===== config.mk =====
export PLATFORM = sky130hd
export DESIGN_NAME = lru_page_replacement_core
export DESIGN_NICKNAME = d
export VERILOG_FILES = /design/src/hdl/lpr_pkg.sv /design/src/hdl/lru_page_replacement_core.sv /design/src/hdl/lpr_ctrl.sv /design/src/hdl/lpr_datapath.sv
export SDC_FILE = /design/constraint.sdc
export NUM_CORES = 1
export LEC_CHECK = 0
export ABC_CLOCK_PERIOD_IN_PS = 14700
export CAP_MARGIN = 30
export CORE_ASPECT_RATIO = 1.1
export CORE_MARGIN = 1.5
export CORE_UTILIZATION = 45
export CTS_CLUSTER_SIZE = 20
export DETAILED_ROUTE_END_ITERATION = 10
export DONT_BUFFER_PORTS = 1
export PLACE_DENSITY = 0.61
export SETUP_SLACK_MARGIN = 0.05
export SYNTH_ARGS = -nofsm -noshare
export SYNTH_HDL_FRONTEND = slang
export SYNTH_SLANG_ARGS = --single-unit

===== constraint.sdc =====
create_clock -name clock -period 14.7 [get_ports clock]
set_input_delay 2.94 -clock clock [delete_from_list [all_inputs] [get_ports clock]]
set_output_delay 2.94 -clock clock [all_outputs]
set_load 0.01 [all_outputs]

===== src/hdl/lpr_pkg.sv =====
// ----------------------------------------------------------------------------
// LRU page replacement package
// Shared sizes, command/status bundles between the controller and datapath.
// ----------------------------------------------------------------------------
package lpr_pkg;

   localparam int FRAMES      = 16;
   localparam int FRAME_W     = (FRAMES > 1) ? $clog2(FRAMES) : 1;
   localparam int RANK_W      = FRAME_W;
   localparam int OLD_W       = RANK_W + 1;
   localparam int PAGE_W      = 16;
   localparam int FRAME_OUT_W = 4;
   localparam int FAULT_W     = 32;
   localparam int CFG_W       = 5;
   localparam int ACT_W       = ($clog2(FRAMES + 1) > CFG_W) ? $clog2(FRAMES + 1) : CFG_W;

   // victim search: ranks are reduced in groups, then across groups
   localparam int GRP         = 4;
   localparam int GROUPS      = (FRAMES + GRP - 1) / GRP;

   typedef struct packed {
      logic capture;   // latch request page
      logic scan;      // compare and group reduce
      logic pick;      // choose frame
      logic commit;    // update state, load response
   } lpr_cmd_type;

   typedef struct packed {
      logic slot_free; // response register can take a new transaction
   } lpr_status_type;

endpackage


===== src/hdl/lru_page_replacement_core.sv =====
// ----------------------------------------------------------------------------
// LRU page replacement core
// Fully associative frame set with least-recently-used replacement.
// ----------------------------------------------------------------------------
//  channel | ports                          | direction | handshake
//  --------+--------------------------------+-----------+------------------
//  req     | req_page_number                | in        | req_valid/ready
//  rsp     | rsp_hit .. rsp_fault_total     | out       | rsp_valid/ready
//  csr     | csr_wr_data (frames in use)    | in        | csr_wr_en
//
//  An item goes through accept, parallel compare with group rank reduce,
//  frame pick, then rank/state commit into the response register.
//  Commit waits while the previous response is still held by rsp_ready low.
//  Reset clears all frame valid bits and the fault count; frames_in_use = 16.
// ----------------------------------------------------------------------------
module lru_page_replacement_core (
   input  logic                                clock,
   input  logic                                reset,
   input  logic                                req_valid,
   output logic                                req_ready,
   input  logic [lpr_pkg::PAGE_W-1:0]          req_page_number,
   output logic                                rsp_valid,
   input  logic                                rsp_ready,
   output logic                                rsp_hit,
   output logic [lpr_pkg::FRAME_OUT_W-1:0]     rsp_frame_used,
   output logic                                rsp_evicted_valid,
   output logic [lpr_pkg::PAGE_W-1:0]          rsp_evicted_page,
   output logic [lpr_pkg::FAULT_W-1:0]         rsp_fault_total,
   input  logic                                csr_wr_en,
   input  logic [lpr_pkg::CFG_W-1:0]           csr_wr_data
);

   lpr_pkg::lpr_cmd_type    cmd;
   lpr_pkg::lpr_status_type status;

   lpr_ctrl u_ctrl (
      .clock     (clock),
      .reset     (reset),
      .req_valid (req_valid),
      .req_ready (req_ready),
      .status    (status),
      .cmd       (cmd)
   );

   lpr_datapath u_datapath (
      .clock             (clock),
      .reset             (reset),
      .cmd               (cmd),
      .status            (status),
      .csr_wr_en         (csr_wr_en),
      .csr_wr_data       (csr_wr_data),
      .req_page_number   (req_page_number),
      .rsp_valid         (rsp_valid),
      .rsp_ready         (rsp_ready),
      .rsp_hit           (rsp_hit),
      .rsp_frame_used    (rsp_frame_used),
      .rsp_evicted_valid (rsp_evicted_valid),
      .rsp_evicted_page  (rsp_evicted_page),
      .rsp_fault_total   (rsp_fault_total)
   );

endmodule


===== src/hdl/lpr_ctrl.sv =====
// ----------------------------------------------------------------------------
// LRU page replacement controller
// Sequences one reference through scan, pick and commit.
// ----------------------------------------------------------------------------
module lpr_ctrl (
   input  logic                    clock,
   input  logic                    reset,
   input  logic                    req_valid,
   output logic                    req_ready,
   input  lpr_pkg::lpr_status_type status,
   output lpr_pkg::lpr_cmd_type    cmd
);

   typedef enum logic [3:0] {
      ST_IDLE   = 4'b0001,
      ST_SCAN   = 4'b0010,
      ST_PICK   = 4'b0100,
      ST_COMMIT = 4'b1000
   } state_type;

   state_type state_ff, state_in;

   always_comb begin
      state_in    = state_ff;
      cmd         = '0;
      req_ready   = 1'b0;
      case (state_ff)
         ST_IDLE: begin
            req_ready   = 1'b1;
            cmd.capture = req_valid;
            if (req_valid) begin
               state_in = ST_SCAN;
            end
         end
         ST_SCAN: begin
            cmd.scan = 1'b1;
            state_in = ST_PICK;
         end
         ST_PICK: begin
            cmd.pick = 1'b1;
            state_in = ST_COMMIT;
         end
         ST_COMMIT: begin
            // hold until the previous response has drained
            if (status.slot_free) begin
               cmd.commit = 1'b1;
               state_in   = ST_IDLE;
            end
         end
         default: begin
            state_in = ST_IDLE;
         end
      endcase
   end

   always_ff @(posedge clock) begin
      if (reset) begin
         state_ff <= ST_IDLE;
      end else begin
         state_ff <= state_in;
      end
   end

endmodule


===== src/hdl/lpr_datapath.sv =====
// ----------------------------------------------------------------------------
// LRU page replacement datapath
// Frame table, recency ranks, fault counter, config and response register.
// ----------------------------------------------------------------------------
module lpr_datapath (
   input  logic                                clock,
   input  logic                                reset,
   input  lpr_pkg::lpr_cmd_type                cmd,
   output lpr_pkg::lpr_status_type             status,
   input  logic                                csr_wr_en,
   input  logic [lpr_pkg::CFG_W-1:0]           csr_wr_data,
   input  logic [lpr_pkg::PAGE_W-1:0]          req_page_number,
   output logic                                rsp_valid,
   input  logic                                rsp_ready,
   output logic                                rsp_hit,
   output logic [lpr_pkg::FRAME_OUT_W-1:0]     rsp_frame_used,
   output logic                                rsp_evicted_valid,
   output logic [lpr_pkg::PAGE_W-1:0]          rsp_evicted_page,
   output logic [lpr_pkg::FAULT_W-1:0]         rsp_fault_total
);

   // frame state
   logic                         valid_ff [lpr_pkg::FRAMES];
   logic                         valid_in [lpr_pkg::FRAMES];
   logic [lpr_pkg::PAGE_W-1:0]   page_ff  [lpr_pkg::FRAMES];
   logic [lpr_pkg::RANK_W-1:0]   rank_ff  [lpr_pkg::FRAMES];
   logic [lpr_pkg::RANK_W-1:0]   rank_in  [lpr_pkg::FRAMES];
   logic [lpr_pkg::FAULT_W-1:0]  fault_ff, fault_in;
   logic [lpr_pkg::CFG_W-1:0]    cfg_ff;

   // request and scan results
   logic [lpr_pkg::PAGE_W-1:0]   req_page_ff;
   logic                         hit_ff, hit_in;
   logic [lpr_pkg::FRAME_W-1:0]  hit_idx_ff, hit_idx_in;
   logic                         empty_ff, empty_in;
   logic [lpr_pkg::FRAME_W-1:0]  empty_idx_ff, empty_idx_in;
   logic [lpr_pkg::RANK_W-1:0]   grp_rank_ff [lpr_pkg::GROUPS];
   logic [lpr_pkg::RANK_W-1:0]   grp_rank_in [lpr_pkg::GROUPS];
   logic [lpr_pkg::FRAME_W-1:0]  grp_idx_ff  [lpr_pkg::GROUPS];
   logic [lpr_pkg::FRAME_W-1:0]  grp_idx_in  [lpr_pkg::GROUPS];
   logic                         grp_ok_ff   [lpr_pkg::GROUPS];
   logic                         grp_ok_in   [lpr_pkg::GROUPS];

   // chosen frame
   logic [lpr_pkg::FRAME_W-1:0]  sel_idx_ff, sel_idx_in;
   logic                         sel_hit_ff;
   logic                         sel_evict_ff, sel_evict_in;
   logic [lpr_pkg::OLD_W-1:0]    sel_old_ff, sel_old_in;
   logic [lpr_pkg::PAGE_W-1:0]   sel_page_ff, sel_page_in;

   // response register
   logic                               rsp_valid_ff;
   logic                               rsp_hit_ff;
   logic [lpr_pkg::FRAME_OUT_W-1:0]    rsp_frame_ff;
   logic                               rsp_evict_ff;
   logic [lpr_pkg::PAGE_W-1:0]         rsp_epage_ff;
   logic [lpr_pkg::FAULT_W-1:0]        rsp_fault_ff;

   logic [lpr_pkg::ACT_W-1:0]    act_n;
   logic                         active [lpr_pkg::FRAMES];

   // active frame count, clamped to 1..FRAMES
   always_comb begin
      if (cfg_ff == '0) begin
         act_n = lpr_pkg::ACT_W'(1);
      end else if (lpr_pkg::ACT_W'(cfg_ff) > lpr_pkg::ACT_W'(lpr_pkg::FRAMES)) begin
         act_n = lpr_pkg::ACT_W'(lpr_pkg::FRAMES);
      end else begin
         act_n = lpr_pkg::ACT_W'(cfg_ff);
      end
      for (int j = 0; j < lpr_pkg::FRAMES; j++) begin
         active[j] = lpr_pkg::ACT_W'(j) < act_n;
      end
   end

   // scan: lowest matching frame, lowest empty frame, per-group oldest rank
   always_comb begin
      hit_in       = 1'b0;
      hit_idx_in   = '0;
      empty_in     = 1'b0;
      empty_idx_in = '0;
      for (int j = lpr_pkg::FRAMES - 1; j >= 0; j--) begin
         if (active[j] && valid_ff[j] && page_ff[j] == req_page_ff) begin
            hit_in     = 1'b1;
            hit_idx_in = lpr_pkg::FRAME_W'(j);
         end
         if (active[j] && !valid_ff[j]) begin
            empty_in     = 1'b1;
            empty_idx_in = lpr_pkg::FRAME_W'(j);
         end
      end
      for (int g = 0; g < lpr_pkg::GROUPS; g++) begin
         grp_ok_in[g]   = 1'b0;
         grp_rank_in[g] = '0;
         grp_idx_in[g]  = '0;
         for (int k = 0; k < lpr_pkg::GRP; k++) begin
            if (g * lpr_pkg::GRP + k < lpr_pkg::FRAMES) begin
               // strict compare keeps the lowest index on a tie
               if (active[g * lpr_pkg::GRP + k] &&
                   (!grp_ok_in[g] || rank_ff[g * lpr_pkg::GRP + k] > grp_rank_in[g])) begin
                  grp_ok_in[g]   = 1'b1;
                  grp_rank_in[g] = rank_ff[g * lpr_pkg::GRP + k];
                  grp_idx_in[g]  = lpr_pkg::FRAME_W'(g * lpr_pkg::GRP + k);
               end
            end
         end
      end
   end

   // pick: reduce groups, select frame and its prior rank
   always_comb begin
      logic [lpr_pkg::RANK_W-1:0]  v_rank;
      logic [lpr_pkg::FRAME_W-1:0] v_idx;
      v_rank = grp_rank_ff[0];
      v_idx  = grp_idx_ff[0];
      for (int g = 1; g < lpr_pkg::GROUPS; g++) begin
         if (grp_ok_ff[g] && grp_rank_ff[g] > v_rank) begin
            v_rank = grp_rank_ff[g];
            v_idx  = grp_idx_ff[g];
         end
      end
      sel_evict_in = 1'b0;
      sel_page_in  = '0;
      if (hit_ff) begin
         sel_idx_in = hit_idx_ff;
         sel_old_in = {1'b0, rank_ff[hit_idx_ff]};
      end else if (empty_ff) begin
         sel_idx_in = empty_idx_ff;
         sel_old_in = lpr_pkg::OLD_W'(lpr_pkg::FRAMES);
      end else begin
         sel_idx_in   = v_idx;
         sel_old_in   = {1'b0, v_rank};
         sel_evict_in = 1'b1;
         sel_page_in  = page_ff[v_idx];
      end
   end

   // commit: age younger valid frames, refresh chosen frame, count a fault on a miss
   always_comb begin
      for (int j = 0; j < lpr_pkg::FRAMES; j++) begin
         rank_in[j]  = rank_ff[j];
         valid_in[j] = valid_ff[j];
         if (lpr_pkg::FRAME_W'(j) == sel_idx_ff) begin
            rank_in[j]  = '0;
            valid_in[j] = 1'b1;
         end else if (valid_ff[j] && {1'b0, rank_ff[j]} < sel_old_ff &&
                      rank_ff[j] < lpr_pkg::RANK_W'(lpr_pkg::FRAMES - 1)) begin
            rank_in[j] = rank_ff[j] + 1'b1;
         end
      end
      fault_in = fault_ff;
      if (!sel_hit_ff && fault_ff != '1) begin
         fault_in = fault_ff + 1'b1;
      end
   end

   assign status.slot_free = !rsp_valid_ff || rsp_ready;

   always_ff @(posedge clock) begin
      if (reset) begin
         for (int j = 0; j < lpr_pkg::FRAMES; j++) begin
            valid_ff[j] <= 1'b0;
         end
         fault_ff     <= '0;
         cfg_ff       <= lpr_pkg::CFG_W'(lpr_pkg::FRAMES);
         rsp_valid_ff <= 1'b0;
      end else begin
         if (csr_wr_en) begin
            cfg_ff <= csr_wr_data;
         end
         if (cmd.commit) begin
            valid_ff     <= valid_in;
            fault_ff     <= fault_in;
            rsp_valid_ff <= 1'b1;
         end else if (rsp_ready) begin
            rsp_valid_ff <= 1'b0;
         end
      end
   end

   always_ff @(posedge clock) begin
      if (cmd.capture) begin
         req_page_ff <= req_page_number;
      end
      if (cmd.scan) begin
         hit_ff       <= hit_in;
         hit_idx_ff   <= hit_idx_in;
         empty_ff     <= empty_in;
         empty_idx_ff <= empty_idx_in;
         grp_rank_ff  <= grp_rank_in;
         grp_idx_ff   <= grp_idx_in;
         grp_ok_ff    <= grp_ok_in;
      end
      if (cmd.pick) begin
         sel_idx_ff   <= sel_idx_in;
         sel_hit_ff   <= hit_ff;
         sel_evict_ff <= sel_evict_in;
         sel_old_ff   <= sel_old_in;
         sel_page_ff  <= sel_page_in;
      end
      if (cmd.commit) begin
         rank_ff <= rank_in;
         if (!sel_hit_ff) begin
            page_ff[sel_idx_ff] <= req_page_ff;
         end
         rsp_hit_ff   <= sel_hit_ff;
         rsp_frame_ff <= lpr_pkg::FRAME_OUT_W'(sel_idx_ff);
         rsp_evict_ff <= sel_evict_ff;
         rsp_epage_ff <= sel_page_ff;
         rsp_fault_ff <= fault_in;
      end
   end

   assign rsp_valid         = rsp_valid_ff;
   assign rsp_hit           = rsp_hit_ff;
   assign rsp_frame_used    = rsp_frame_ff;
   assign rsp_evicted_valid = rsp_evict_ff;
   assign rsp_evicted_page  = rsp_epage_ff;
   assign rsp_fault_total   = rsp_fault_ff;

endmodule


## Word-level counts from Yosys, hierarchy flattened

Memory sizes are Yosys's and may differ from the RTL's. A register that Yosys moved wholly into a read port is not among the register bits.
Cells that the tools add are included.

| operators by class | value |
|---|---|
| $lt $le $gt $ge | 65 |
| $add $sub $neg | 17 |
| div/mod/pow operators | 0 |
| bitwise logic cells | 1 |
| reductions and logical operators | 207 |
| eq/ne operators | 38 |
| multipliers | 0 |
| shift-type cells | 0 |
| multiplexer cells | 118 |

Operators with widths:

| cell | number |
|---|---|
| $eq 16x16->1 | 16 |
| $mux 4 | 63 |
| $logic_and 1x1->1 | 96 |
| $lt 4x5->1 | 16 |
| $reduce_and 2->1 | 33 |
| $add 4x1->4 const B | 16 |
| $lt 4x4->1 const B | 16 |
| $gt 4x4->1 | 15 |
| $lt 4x5->1 const A | 8 |
| $reduce_bool 2->1 | 17 |
| $mux 1 | 33 |
| $add 32x1->32 const B | 1 |
| $eq 4x4->1 const A | 8 |
| $mux 32 | 1 |
| $ne 32x32->1 const B | 1 |
| $logic_not 1->1 | 30 |
| $reduce_or 15->1 | 2 |
| $mux 3 | 9 |
| $lt 3x5->1 const A | 4 |
| $bmux 4 s4 | 1 |
| $eq 3x4->1 const A | 4 |
| $pmux 4 s4 | 1 |
| $reduce_or 8->1 | 2 |
| $mux 5 | 3 |
| 19 further kinds | 50 |

| word-level totals | value |
|---|---|
| input bits | 26 |
| logic and storage cells | 522 |
| memory bits (writable) | 256 |
| memories kept | 1 |
| bits in registers | 247 |
| memory bits (read-only) | 0 |
| output and inout port bits | 56 |
| bits in latches | 0 |

Memory list:

| name | words | width | read ports | clocked after memory_dff | wr ports | line | RTL |
|---|---|---|---|---|---|---|---|
| u_datapath.page_ff | 16 | 16 | 17 | 1 | 1 | lpr_datapath.sv:25 | `logic [lpr_pkg::PAGE_W-1:0] page_ff [lpr_pkg::FRAMES];` |

## Longest topological paths before layout

| depth | value |
|---|---|
| word-level depth | 21 |
| gate-level depth with buffers | 28 |
| depth with buffers taken out | 27 |

## Hierarchy

From an unflattened synthesis, not the netlist that was laid out.

| unflattened totals | value |
|---|---|
| cell total of the unflattened synthesis | 2,523 |
| area total of the unflattened synthesis | 27,806.7 sq um |

By module, submodules not included:

| module | times used | area an instance (sq um) | cells an instance |
|---|---|---|---|
| lpr_datapath | 1 | 27,575.2 | 2,499 |
| lpr_ctrl | 1 | 231.5 | 24 |

## Least setup slack after synthesis

Ideal clock, no wire load.

| timing | value |
|---|---|
| path type | register -> register |
| from | register u_datapath.cfg_ff[2] (netlist name) |
| to | register u_datapath.grp_rank_ff[8] (netlist name), data pin |
| slack | 9,160 ps |
| data required time | 14,440 ps |
| arrival time | 5,280 ps |
| buffers on the path | 2 |
| cell stages (with the launch flop) | 26 |
| clock period less this slack | 5,540 ps |
| path through | dfxtp_1 clkbuf_1 nand2_1 nand2_1 clkbuf_1 nand2_1 ha_1 nor2b_1 o21a_1 o21a_1 o211ai_1 nand3_1 o21ai_0 inv_1 ha_1 nor2b_1 o21a_1 o21a_1 o21ai_1 mux2i_1 ha_1 nor2b_1 o21a_1 o21a_1 o21ai_1 mux2_2 |

RTL lines:

| element | line | RTL |
|---|---|---|
| start: declaration | lpr_datapath.sv:29 | `logic [lpr_pkg::CFG_W-1:0] cfg_ff;` |
| start signal: assignment | lpr_datapath.sv:165 | `cfg_ff <= lpr_pkg::CFG_W'(lpr_pkg::FRAMES);` |
| start signal: assignment | lpr_datapath.sv:169 | `cfg_ff <= csr_wr_data;` |
| end signal: assignment | lpr_datapath.sv:190 | `grp_rank_ff <= grp_rank_in;` |
| end: declaration | lpr_datapath.sv:37 | `logic [lpr_pkg::RANK_W-1:0] grp_rank_ff [lpr_pkg::GROUPS];` |

## Final worst setup path

| timing | value |
|---|---|
| from | register u_datapath.grp_rank_ff[9] (netlist name) |
| to | register u_datapath.sel_page_ff[5] (netlist name), read port of u_datapath.page_ff, data pin |

| on the way | value |
|---|---|
| longest elaborated chain between the ends | 9 |

RTL lines:

| element | line | RTL |
|---|---|---|
| $gt 4x4->1 | lpr_datapath.sv:117 | `if (grp_ok_ff[g] && grp_rank_ff[g] > v_rank) begin` |
| $logic_and 1x1->1 | lpr_datapath.sv:117 |  |
| $mux 4 | lpr_datapath.sv:117 |  |
| $gt 4x4->1 | lpr_datapath.sv:117 |  |
| $logic_and 1x1->1 | lpr_datapath.sv:117 |  |
| $mux 4 | lpr_datapath.sv:117 |  |
| $gt 4x4->1 | lpr_datapath.sv:117 |  |
| $logic_and 1x1->1 | lpr_datapath.sv:117 |  |
| $mux 4 * | lpr_datapath.sv:117 |  |
| end: declaration | lpr_datapath.sv:49 | `logic [lpr_pkg::PAGE_W-1:0] sel_page_ff, sel_page_in;` |

Every way passes the cells marked *; elsewhere a longest branch is shown, timed or not.
A chain may end at the register's enable or synchronous reset.

==> impl_metrics.env <==
export IMPL_r2r_end="u_datapath.sel_page_ff[5]"
export IMPL_worst_pin_slew_ps=1050
export IMPL_clock_skew_final_ps=28.0
export IMPL_drc_errors=0
export IMPL_cts_sinks=515
export IMPL_viasPerCell=6.01
export IMPL_cts_buffers=56
export IMPL_place_congestion=0.925
export IMPL_num_nets_final=2622
export IMPL_num_antenna_cells=0
export IMPL_grt_pass1_wl_um=127000
export IMPL_dieWidth_um=241
export IMPL_firstDrtPassIters=8
export IMPL_startpoint_type="flop"
export IMPL_die_h_um=265
export IMPL_io_pins=82
export IMPL_hp_start="u_datapath.fault_ff[28]"
export IMPL_status="finished clean"
export IMPL_synth_cell_types=71
export IMPL_die_area_sq_um=63700
export IMPL_grt_max_degree=76
export IMPL_dpl_hpwl_um=60900
export IMPL_min_path_type="reg2reg"
export IMPL_ys_seq_area_share_pct=53.2
export IMPL_syn_nets=2625
export IMPL_ctsHoldBuffers=0
export IMPL_routed_wl_um=86300
export IMPL_cp_slowest_cell="a211oi_1"
export IMPL_setup_viol=0
export IMPL_r2r_slack_ps=7720
export IMPL_slew_headroom_pct=29.7
export IMPL_first_global_vias=19000
export IMPL_setup_ws_ps=7720
export IMPL_clk_pin_slew_ps=60
export IMPL_fmax_mhz=143
export IMPL_crit_top_cell="ha_1"
export IMPL_netlist_area_sq_um=28000
export IMPL_cap_violations=0
export IMPL_clk_latency_ps=640
export IMPL_synth_ff_type="edfxtp_1"
export IMPL_overflow=0
export IMPL_synthArstFlopShare_pct=0
export IMPL_final_hold_violation_count=0
export IMPL_worst_path_largest_cell_delay_ps=800
export IMPL_cts_root_buf="clkbuf_16"
export IMPL_drive_gt1_share_pct=9.41
export IMPL_synth_seq_cells=515
export IMPL_design_core_area_sq_um=61300
export IMPL_rows=95
export IMPL_p_int_mw=2.61
export IMPL_initial_utilization_pct=45.6
export IMPL_crit_type="reg2reg"
export IMPL_path_cells="ha_1 > nor2b_1 > o31a_1 > o211ai_2 > mux2i_1 > ha_1 > a21oi_1 > o221ai_1 > nand3_1 > o21ai_0 > ha_1 > a21oi_1 > o22ai_1 > o221a_2 > a311o_1 > and2_4 > buf_4 > a211oi_1 > o32ai_1 > a221o_1"
export IMPL_fin_crit_sh_pct=47.5
export IMPL_preCtsSetupSlack_ps=7930
export IMPL_p_sw_uw=841
export IMPL_max_clock_path_buffers=3
export IMPL_drt_iter0_drc=2366
export IMPL_cp_arrival_ps=7350
export IMPL_area_growth_pct=10.9
export IMPL_worstPathRequired_ps=15070
export IMPL_min_to="u_datapath.fault_ff[28]"
export IMPL_post_cts_buffers=0
export IMPL_postSynthCellCount=2474
export IMPL_cts_resized=0
export IMPL_synth_edf_count=457
export IMPL_rsz0062_at_grt="no"
export IMPL_p_leak_nw=10.9
export IMPL_irDropWorstVdd_mv=0.0980
export IMPL_ant_nets=0
export IMPL_power_share_switching_pct=24.3
export IMPL_htreeDepth=2
export IMPL_syn_area_per_cell_sq_um=11.3
export IMPL_p_comb_share_pct=9.6
export IMPL_power_share_sequential_pct=46.7
export IMPL_end_kind="flop"
export IMPL_power_frac_clock_pct=43.8
export IMPL_vias=20100
export IMPL_hold_path_depth=2
export IMPL_tns_ps=0
export IMPL_period_needed_ps=6980
export IMPL_cts_tree="done"
export IMPL_portBuffers=0
export IMPL_rr_worst_depth=20
export IMPL_r2r_start="u_datapath.grp_rank_ff[9]"
export IMPL_crit_fanout=59
export IMPL_ys_warn_count=0
export IMPL_grtUsageTotal_pct=26.9
export IMPL_antenna_found_initial=2
export IMPL_avgRoutedWirePerCell_um=25.8
export IMPL_powerDensity_nw_per_um2=111
export IMPL_maxSlewViolCount=0
export IMPL_fillers=5447
flip-flops by register name, summed over array words and instances, names as in the netlist, 11 cells and up:
register / cells
u_datapath.grp_idx_ff: 11
u_datapath.rank_ff: 64
u_datapath.rsp_fault_total: 32
u_datapath.req_page_ff: 16
u_datapath.page_ff: 256
u_datapath.sel_page_ff: 16
u_datapath.valid_ff: 16
u_datapath.grp_rank_ff: 16
u_datapath.rsp_evicted_page: 16
u_datapath.fault_ff: 32
routing by layer:
layer	up-vias	track usage, %	part of all wire, %
li1	9034	-	-
met1	10000	36.1	42
met2	869	43.2	47
met3	195	3.91	6.9
met4	0	11.8	4.9
met5	-	0	0
metrics by stage:
stage | hold slack [ps] | cells | utilization [%] | power, mW | area [sq um]
global route | 495 | 3342 | 50.6 | 3.55 | 31000
detailed placement | 491 | 3234 | 47.3 | 1.96 | 29000
global placement | 475 | 3229 | 47.2 | 1.96 | 28900
finish | 499 | 3342 | 50.6 | 3.45 | 31000
floorplan | 400 | 2474 | - | 1.86 | 28000
CTS | 500 | 3339 | 50.5 | 3.47 | 31000
cell type report:
| type | count | area [sq um] | area share (%) |
|---|---|---|---|
| multi-input cells | 1765 | 12400 | 39.9 |
| well taps | 824 | 1030 | 3.32 |
| flip-flops and latches | 515 | 14900 | 48.0 |
| inverters | 76 | 287 | 0.923 |
| repair buffers | 57 | 493 | 1.59 |
| clock buffers | 67 | 1480 | 4.78 |
| clock inverters | 38 | 483 | 1.56 |
kinds of logic after synthesis:
family	synth area share [%]
compound gates	8.64
xor+xnor	10.8
simple gates	14.6
flops	53.2
fa+ha+maj	5.59
mux	4.46
buf+inv	2.72
worst max-delay path by stage:
stage	startpoint	endpoint	depth (start not counted)
final	u_datapath.grp_rank_ff[9]	u_datapath.sel_page_ff[5]	20
after global routing	u_datapath.grp_rank_ff[9]	u_datapath.sel_page_ff[9]	21
after CTS	u_datapath.grp_rank_ff[9]	u_datapath.sel_page_ff[9]	21
after detailed placement	u_datapath.grp_rank_ff[9]	u_datapath.sel_page_ff[5]	20
after global placement	u_datapath.grp_rank_ff[9]	u_datapath.sel_page_ff[15]	20
after floorplan	u_datapath.cfg_ff[2]	u_datapath.grp_rank_ff[8]	25
power groups by stage:
| stage | Sequential (mW) | Combinational [mW] | Clock, mW |
|---|---|---|---|
| 6_report | 1.61 | 0.330 | 1.51 |
| 3_3_place_gp | 1.64 | 0.315 | 0 |
| 4_1_cts | 1.61 | 0.324 | 1.53 |
| 5_1_grt | 1.61 | 0.351 | 1.59 |
| 3_5_place_dp | 1.64 | 0.322 | 0 |
| 2_1_floorplan | 1.65 | 0.219 | 0 |
critical path, delay by kind of cell, from the launching register on:
kind | cells | cell delay [ps]
multiplexers | 1 | 220
AO/OA/AOI/OAI | 12 | 3750
adder cells (fa/ha/maj) | 3 | 1020
AND/OR/NAND/NOR | 3 | 840
buffers and inverters | 1 | 410
flip-flops | 1 | 400
cells in the mapped netlist (all sizes together), types with 22 or more instances:
cell / count / area, sq um
nand3: 92 / 465
o21ai: 77 / 385
nand2b: 27 / 169
mux2i: 37 / 370
buf: 32 / 154
and3: 22 / 153
and2: 57 / 357
nand4: 71 / 444
edfxtp: 457 / 13700
mux2: 38 / 428
dfxtp: 58 / 1160
nand2: 229 / 860
a211oi: 32 / 240
xnor2: 260 / 2280
xor2: 84 / 736
nor3: 41 / 205
nor2b: 24 / 150
nor4: 22 / 159
clkbuf: 86 / 323
nor2: 210 / 796
ha: 125 / 1560
a31oi: 22 / 138
a21oi: 85 / 425
inv: 73 / 274
cells in the final DEF, fill, tap and decap left out, types with 12 or more instances in the layout:
master,instances
a211oi_1,32
a21boi_0,15
a21oi_1,85
a221o_1,15
a31o_2,12
a31oi_1,22
and2_1,56
and3_1,19
buf_4,49
clkbuf_16,57
clkinv_2,13
dfxtp_1,58
edfxtp_1,457
ha_1,125
inv_1,73
mux2_2,34
mux2i_1,37
mux4_2,20
nand2_1,228
nand2b_1,27
nand3_1,91
nand4_1,71
nor2_1,208
nor2b_1,24
nor3_1,41
nor4_1,20
nor4b_1,17
o211ai_1,18
o21a_1,20
o21ai_0,69
o32ai_1,16
xnor2_1,260
xor2_1,84
Note: power is estimated with default switching activity, not from simulation.
